<file path="config.mk">
export PLATFORM = sky130hd
export DESIGN_NAME = sorted_table_find_swap_or_insert_unit
export DESIGN_NICKNAME = d
export VERILOG_FILES = /design/src/design/stfsi_pkg.sv /design/src/design/stfsi_cell.sv /design/src/design/sorted_table_find_swap_or_insert_unit.sv
export VERILOG_INCLUDE_DIRS = /design/src /design/src/design
export SDC_FILE = /design/constraint.sdc
export NUM_CORES = 2
export LEC_CHECK = 0
export BUFFER_PORTS_ARGS = -buffer_cell sky130_fd_sc_hd__buf_2
export CAP_MARGIN = 20
export CORE_MARGIN = 5
export CORE_UTILIZATION = 41
export CTS_CLUSTER_SIZE = 25
export DETAILED_ROUTE_END_ITERATION = 10
export PLACE_DENSITY_LB_ADDON = 0.05
export SLEW_MARGIN = 5
export SYNTH_ARGS = -nofsm -noshare
export SYNTH_HDL_FRONTEND = slang
export SYNTH_SLANG_ARGS = --single-unit
</file>
<file path="constraint.sdc">
create_clock -name i_clk -period 10.7 [get_ports i_clk]
set_clock_uncertainty 0.2 [all_clocks]
set_input_delay 1.07 -clock i_clk [delete_from_list [all_inputs] [get_ports i_clk]]
set_output_delay 1.07 -clock i_clk [all_outputs]
set_load 0.05 [all_outputs]
</file>
<file path="src/design/sorted_table_find_swap_or_insert_unit_defines.svh">
// Assertion macros shared by the sorted key table design.
`ifndef SORTED_TABLE_FIND_SWAP_OR_INSERT_UNIT_DEFINES_SVH
`define SORTED_TABLE_FIND_SWAP_OR_INSERT_UNIT_DEFINES_SVH

// Same-cycle implication, disabled while reset is asserted.
`define STFSI_ASSERT_NOW(label, clk, rst_n, ante, cons, msg) \
    label: assert property (@(posedge clk) disable iff (!(rst_n)) (ante) |-> (cons)) \
        else $error(msg);

// Next-cycle implication, disabled while reset is asserted.
`define STFSI_ASSERT_NEXT(label, clk, rst_n, ante, cons, msg) \
    label: assert property (@(posedge clk) disable iff (!(rst_n)) (ante) |=> (cons)) \
        else $error(msg);

`endif

</file>
<file path="src/design/stfsi_pkg.sv">
// Shared types and constants for the sorted key table unit.
package stfsi_pkg;

    localparam int KEY_W               = 32;
    localparam int STATUS_W            = 2;
    localparam int POS_W               = 4;
    localparam int COUNT_W             = 5;
    localparam int DEFAULT_TABLE_DEPTH = 16;

    // Result status codes.
    localparam logic [STATUS_W-1:0] STATUS_SWAPPED    = 2'd0;
    localparam logic [STATUS_W-1:0] STATUS_FOUND_LAST = 2'd1;
    localparam logic [STATUS_W-1:0] STATUS_INSERTED   = 2'd2;
    localparam logic [STATUS_W-1:0] STATUS_FULL       = 2'd3;

    // Operation that every cell of the chain performs in a cycle.
    typedef enum logic [2:0] {
        CELL_HOLD,
        CELL_CAPTURE,
        CELL_SHIFT,
        CELL_SWAP,
        CELL_INSERT
    } t_cell_op;

    // Control broadcast from the sequencer to all cells.
    typedef struct packed {
        t_cell_op                 op;
        logic signed [KEY_W-1:0]  key;
    } t_cell_ctl;

endpackage

</file>
<file path="src/design/stfsi_cell.sv">
// One table cell: holds an entry, its compare flags, and moves data to its neighbors.
module stfsi_cell
    import stfsi_pkg::*;
#(
    parameter int TABLE_DEPTH = DEFAULT_TABLE_DEPTH,
    parameter int CELL_IDX    = 0
) (
    input  logic                         i_clk,
    input  t_cell_ctl                    i_ctl,
    input  logic [$clog2(TABLE_DEPTH+1)-1:0] i_pos,
    input  logic [$clog2(TABLE_DEPTH+1)-1:0] i_cnt,
    input  logic signed [KEY_W-1:0]      i_prev_entry,
    input  logic signed [KEY_W-1:0]      i_next_entry,
    input  logic                         i_next_lt,
    input  logic                         i_next_eq,
    output logic signed [KEY_W-1:0]      o_entry,
    output logic                         o_lt,
    output logic                         o_eq
);

    localparam int                CW  = $clog2(TABLE_DEPTH + 1);
    localparam logic [CW-1:0]     IDX = CW'(CELL_IDX);

    logic signed [KEY_W-1:0] r_entry;
    logic                    r_lt;
    logic                    r_eq;

    // Entry storage: swap with a neighbor, or take the key or the lower neighbor on insert.
    always_ff @(posedge i_clk) begin
        case (i_ctl.op)
            CELL_SWAP: begin
                if (IDX == i_pos) begin
                    r_entry <= i_next_entry;
                end else if (IDX == i_pos + CW'(1)) begin
                    r_entry <= i_prev_entry;
                end
            end
            CELL_INSERT: begin
                if (IDX == i_pos) begin
                    r_entry <= i_ctl.key;
                end else if ((IDX > i_pos) && (IDX <= i_cnt)) begin
                    r_entry <= i_prev_entry;
                end
            end
            default: begin
            end
        endcase
    end

    // Compare flags: captured against the key, then shifted toward the head of the chain.
    always_ff @(posedge i_clk) begin
        case (i_ctl.op)
            CELL_CAPTURE: begin
                r_lt <= (r_entry < i_ctl.key);
                r_eq <= (r_entry == i_ctl.key);
            end
            CELL_SHIFT: begin
                r_lt <= i_next_lt;
                r_eq <= i_next_eq;
            end
            default: begin
            end
        endcase
    end

    assign o_entry = r_entry;
    assign o_lt    = r_lt;
    assign o_eq    = r_eq;

endmodule

</file>
<file path="src/design/sorted_table_find_swap_or_insert_unit.sv">
// A new request is taken only while idle (busy low); start is taken again in the strobe cycle.
// The compare flags of the valid cells walk one cell per cycle to the tally at the chain head.
// Reset (i_rst_n low, synchronous) empties the table; entry contents are left as they are.
// The receiver cannot stall: o_valid marks each result for exactly one cycle.
module sorted_table_find_swap_or_insert_unit
    import stfsi_pkg::*;
#(
    parameter int TABLE_DEPTH = DEFAULT_TABLE_DEPTH
) (
    input  logic                   i_clk,
    input  logic                   i_rst_n,
    input  logic                   start,
    output logic                   busy,
    input  logic signed [KEY_W-1:0] i_key,
    output logic                   o_valid,
    output logic [STATUS_W-1:0]    o_status,
    output logic [POS_W-1:0]       o_position,
    output logic [COUNT_W-1:0]     o_entry_count
);

    `include "sorted_table_find_swap_or_insert_unit_defines.svh"

    localparam int IW = $clog2(TABLE_DEPTH);
    localparam int CW = $clog2(TABLE_DEPTH + 1);

    typedef enum logic [1:0] {
        ST_IDLE,
        ST_CAPT,
        ST_SCAN,
        ST_DECIDE
    } t_state;

    t_state                   r_state;
    logic signed [KEY_W-1:0]  r_key;
    logic [CW-1:0]            r_n;
    logic [IW-1:0]            r_idx;
    logic [CW-1:0]            r_below;
    logic [IW-1:0]            r_match;
    logic                     r_found;
    logic                     r_valid;
    logic [STATUS_W-1:0]      r_status;
    logic [POS_W-1:0]         r_position;
    logic [COUNT_W-1:0]       r_entry_count;

    logic                     w_accept;
    logic [STATUS_W-1:0]      w_dec_status;
    logic [IW-1:0]            w_dec_pos;
    logic [CW-1:0]            w_dec_n;
    t_cell_op                 w_dec_op;
    t_cell_ctl                w_ctl;
    logic [CW-1:0]            w_pos;

    logic signed [KEY_W-1:0]  w_entry [TABLE_DEPTH];
    logic                     w_lt    [TABLE_DEPTH];
    logic                     w_eq    [TABLE_DEPTH];
    logic signed [KEY_W-1:0]  w_prev  [TABLE_DEPTH];
    logic signed [KEY_W-1:0]  w_next  [TABLE_DEPTH];
    logic                     w_nlt   [TABLE_DEPTH];
    logic                     w_neq   [TABLE_DEPTH];

    assign busy     = (r_state != ST_IDLE);
    assign w_accept = start && !busy;

    // Outcome of the scan: swap, leave alone, insert, or drop on a full table.
    always_comb begin
        w_dec_status = STATUS_FULL;
        w_dec_pos    = '0;
        w_dec_n      = r_n;
        w_dec_op     = CELL_HOLD;
        if (r_found) begin
            w_dec_pos = r_match;
            if (CW'(r_match) + CW'(1) < r_n) begin
                w_dec_status = STATUS_SWAPPED;
                w_dec_op     = CELL_SWAP;
            end else begin
                w_dec_status = STATUS_FOUND_LAST;
            end
        end else if (r_n < CW'(TABLE_DEPTH)) begin
            w_dec_status = STATUS_INSERTED;
            w_dec_pos    = IW'(r_below);
            w_dec_n      = r_n + CW'(1);
            w_dec_op     = CELL_INSERT;
        end
    end

    // Operation broadcast to the cell chain for the current state.
    always_comb begin
        w_ctl.key = r_key;
        unique case (r_state)
            ST_CAPT:   w_ctl.op = CELL_CAPTURE;
            ST_SCAN:   w_ctl.op = CELL_SHIFT;
            ST_DECIDE: w_ctl.op = w_dec_op;
            default:   w_ctl.op = CELL_HOLD;
        endcase
    end

    assign w_pos = CW'(w_dec_pos);

    // Chain of cells with neighbor links; the ends see the key and cleared flags.
    for (genvar g = 0; g < TABLE_DEPTH; g++) begin : g_cell
        if (g == 0) begin : g_head
            assign w_prev[g] = r_key;
        end else begin : g_body
            assign w_prev[g] = w_entry[g-1];
        end
        if (g == TABLE_DEPTH - 1) begin : g_tail
            assign w_next[g] = r_key;
            assign w_nlt[g]  = 1'b0;
            assign w_neq[g]  = 1'b0;
        end else begin : g_link
            assign w_next[g] = w_entry[g+1];
            assign w_nlt[g]  = w_lt[g+1];
            assign w_neq[g]  = w_eq[g+1];
        end

        stfsi_cell #(
            .TABLE_DEPTH (TABLE_DEPTH),
            .CELL_IDX    (g)
        ) u_cell (
            .i_clk        (i_clk),
            .i_ctl        (w_ctl),
            .i_pos        (w_pos),
            .i_cnt        (r_n),
            .i_prev_entry (w_prev[g]),
            .i_next_entry (w_next[g]),
            .i_next_lt    (w_nlt[g]),
            .i_next_eq    (w_neq[g]),
            .o_entry      (w_entry[g]),
            .o_lt         (w_lt[g]),
            .o_eq         (w_eq[g])
        );
    end

    // Sequencer: capture flags, tally them at the chain head, then apply and report.
    always_ff @(posedge i_clk) begin
        if (!i_rst_n) begin
            r_state <= ST_IDLE;
            r_n     <= '0;
            r_valid <= 1'b0;
        end else begin
            r_valid <= 1'b0;
            unique case (r_state)
                ST_IDLE: begin
                    if (w_accept) begin
                        r_key   <= i_key;
                        r_state <= ST_CAPT;
                    end
                end
                ST_CAPT: begin
                    r_idx   <= '0;
                    r_below <= '0;
                    r_found <= 1'b0;
                    r_state <= (r_n == '0) ? ST_DECIDE : ST_SCAN;
                end
                ST_SCAN: begin
                    if (w_lt[0]) begin
                        r_below <= r_below + CW'(1);
                    end
                    if (w_eq[0]) begin
                        r_found <= 1'b1;
                        r_match <= r_idx;
                    end
                    r_idx <= r_idx + IW'(1);
                    if (CW'(r_idx) == r_n - CW'(1)) begin
                        r_state <= ST_DECIDE;
                    end
                end
                ST_DECIDE: begin
                    r_n           <= w_dec_n;
                    r_valid       <= 1'b1;
                    r_status      <= w_dec_status;
                    r_position    <= POS_W'(w_dec_pos);
                    r_entry_count <= COUNT_W'(w_dec_n);
                    r_state       <= ST_IDLE;
                end
                default: begin
                    r_state <= ST_IDLE;
                end
            endcase
        end
    end

    assign o_valid       = r_valid;
    assign o_status      = r_status;
    assign o_position    = r_position;
    assign o_entry_count = r_entry_count;

    // Checks on the sequencer and the table fill.
    `STFSI_ASSERT_NOW(a_count_bound, i_clk, i_rst_n, 1'b1, r_n <= CW'(TABLE_DEPTH), "count exceeds table depth")
    `STFSI_ASSERT_NEXT(a_decide_strobe, i_clk, i_rst_n, r_state == ST_DECIDE, o_valid && !busy, "no result after decision")
    `STFSI_ASSERT_NEXT(a_accept_capture, i_clk, i_rst_n, w_accept, r_state == ST_CAPT, "accepted request not captured")
    `STFSI_ASSERT_NOW(a_scan_range, i_clk, i_rst_n, r_state == ST_SCAN, CW'(r_idx) < r_n, "scan ran past the valid entries")

endmodule

</file>
==> qor.csv <==
metric,value,unit
Tot Pwr,7.19,mW
Mapped Cells,3972,
crit end category,register,
Comb pwr share,0.224,
Chip Height,320,um
Remaining DRCs,0,
"Top FF cell, synth",edfxtp_1,
area grow syn2layout,10.4,%
"Cell Chain, Critical Path",nor2_8 -> nand2_2 -> or3_4 -> buf_12 -> buf_4 -> nor2_8 -> a21oi_1 -> a21oi_1,
max-slew violation count,0,
minimum clock period,4.19,ns
CTS buffer count,76,
max cap viols,0,
Post-Syn Nets,4536,
Routed Antenna Nets,0,
Final Cell Area,43600,sq um
Max H-tree Level,3,
"commonest non-fill, non-tap cell in the layout",a21oi_1,
vias in the first global route,30600,
core region area,95300,sq um
async set-reset flop share out of synthesis,0,
Clock power frac,0.362,
Via density,5.85,
gr usage total,0.230,
Yosys warnings,0,
Synth Area per Inst,9.94,sq um
final wirelength,121000,um
layout cell share with drive strength beyond 1,0.0783,
Netlist cell types,77,
r2r worst-path depth,8,
post-CTS resize count,0,
routed len/inst,22.9,um
clock slew at reported path FFs,0.06,ns
RSZ-0062 raised after global routing,no,
first-pass GRT wire length,186000,um
Fin Setup TNS,0,ns
Max stage delay on crit path,0.87,ns
CTS Hold Bufs,0,
area of the mapped netlist,39500,sq um
Slew @ Worst Pin,1.14,ns
initial DRC count,2503,
Longest Clk Path Bufs,3,
"Largest delay share family, worst path",buffers and inverters,
CP startpoint kind,register,
Final HPWL DP,88700,um
Reg power frac,0.415,
Power Density,165,nW/um^2
Rel. slew slack,0.232,
#FFs+latches synth,608,
IO Count,48,
sw frac,0.315,
Setup Buffers After CTS,0,
clk_lat worst skew,0.63,ns
crit path max-delay cell type,buf_4,
die area,103000,sq um
CP bufs+invs,2,
Psw,2.27,mW
most frequent cells in the layout,"936 x a21oi_1, 600 x edfxtp_1, 527 x ha_1",
crit-path max FO,156,
final period utilization,0.391,
WP depth,8,
CP Class,reg -> reg,
Final Hold Viols,0,
IO Port Bufs,47,
Initial DRT Pass Iterations,5,
GRT overflow,0,
worst hold path class,reg -> reg,
CTS tree,done,
Internal Dissipation,4.93,mW
CTS Root Buffer Type,clkbuf_16,
clock sink count,608,
Initial Utilization,0.414,
Hold Crit Depth,2,
DIE WIDTH,320,um
row count,113,
placed instance area,41000,sq um
CP arrival,4.33,ns
number of flops mapped to enable cells by yosys,600,
status,finished clean,
initial antenna violation count,1,
"Seq/Total Area, Yosys",0.461,
P_leak,16.7,nW
Final Setup Violations,0,
gpl congestion,0.833,
routed via count,30900,
largest net degree at the start of global routing,157,
Final #Nets,4519,
f_max,239,MHz
Max IR drop VDD,0.132,mV
worst path required time,10.84,ns
state kept, by name (all words and copies together) (netlist names):
name / flops
o_valid: 1
r_state: 2
g_cell.u_cell.o_lt: 16
o_status: 2
r_found: 1
o_position: 4
r_match: 4
r_below: 4
r_key: 32
o_entry_count: 5
g_cell.u_cell.o_entry: 512
r_n: 5
g_cell.u_cell.o_eq: 16
r_idx: 4
through the flow:
stage                     utilization  hold slack, ns  instances  setup slack, ns
after global placement          0.430           0.296       5133             6.48
after floorplan                     -           0.287       3972             3.04
final                           0.457           0.329       5278             6.51
after detailed placement        0.430           0.320       5134             6.45
after CTS                       0.456           0.335       5269             6.45
after global routing            0.457           0.348       5277             6.15
synth_stat cells, types with 25 or more instances:
| cell type | number | area share |
|---|---|---|
| a21oi_1 | 944 | 0.12 |
| edfxtp_1 | 600 | 0.46 |
| ha_1 | 529 | 0.17 |
| nor2_1 | 359 | 0.034 |
| nand2_1 | 346 | 0.033 |
| o21ai_0 | 224 | 0.028 |
| clkbuf_1 | 120 | 0.011 |
| nand4_1 | 112 | 0.018 |
| nand3_1 | 76 | 0.0096 |
| inv_1 | 68 | 0.0065 |
| buf_2 | 55 | 0.0070 |
| a21o_1 | 36 | 0.0068 |
| o21ai_1 | 34 | 0.0043 |
| nor3_1 | 33 | 0.0042 |
| o211ai_1 | 29 | 0.0055 |
| a211oi_1 | 28 | 0.0053 |
| nor2b_1 | 28 | 0.0044 |
| buf_4 | 27 | 0.0051 |
| a21boi_0 | 25 | 0.0048 |
worst min-delay path, cell delays in order, from the launching register on:
cell	delay [ns]
edfxtp_1	0.32
nand2_1	0.05
nand2_1	0.05
power groups by stage:
stage          logic [mW]  registers, mW  clock network [mW]
6_report             1.61           2.98                2.60
2_1_floorplan        1.10           3.00                   0
3_5_place_dp         1.60           3.03                   0
3_3_place_gp         1.58           3.03                   0
4_1_cts              1.61           2.99                2.67
5_1_grt              1.81           3.00                2.77
cell families after synthesis:
family                   share of synthesized area
AO/OA/AOI/OAI                                0.200
AND/OR/NAND/NOR                              0.131
flip-flops                                   0.461
adder cells (fa/ha/maj)                      0.168
buffers and inverters                       0.0349
XOR/XNOR                                   0.00333
multiplexers                               0.00190
layer usage:
layer,GRT usage,up-vias,wire length (um)
met1,0.314,15100,55100
met4,0.0560,0,2600
met3,0.0269,151,4920
li1,-,15000,-
met5,0,-,0
met2,0.393,646,58400
path summary, 6_finish.rpt:
path | from | to | slack [ns]
worst max-delay path | r_found$_DFFE_PP_ | g_cell[5].u_cell.o_entry[6]$_DFFE_PP_ | 6.51
worst min-delay path | g_cell[6].u_cell.o_eq$_DFFE_PP_ | g_cell[5].u_cell.o_eq$_DFFE_PP_ | 0.33
worst max register to register | r_found$_DFFE_PP_ | g_cell[5].u_cell.o_entry[6]$_DFFE_PP_ | 6.51
worst min register to register | g_cell[6].u_cell.o_eq$_DFFE_PP_ | g_cell[5].u_cell.o_eq$_DFFE_PP_ | 0.33
area by class of cell:
cell class,instances,area (sq um)
clock buffer,96,2080
tap,1265,1580
timing repair buffer,128,938
clock inverter,39,357
antenna,1,2.50
multi-input combinational,3070,20200
fill,9194,51700
sequential,608,18200
inverter,71,272
Power figures use the tool's default switching activity.
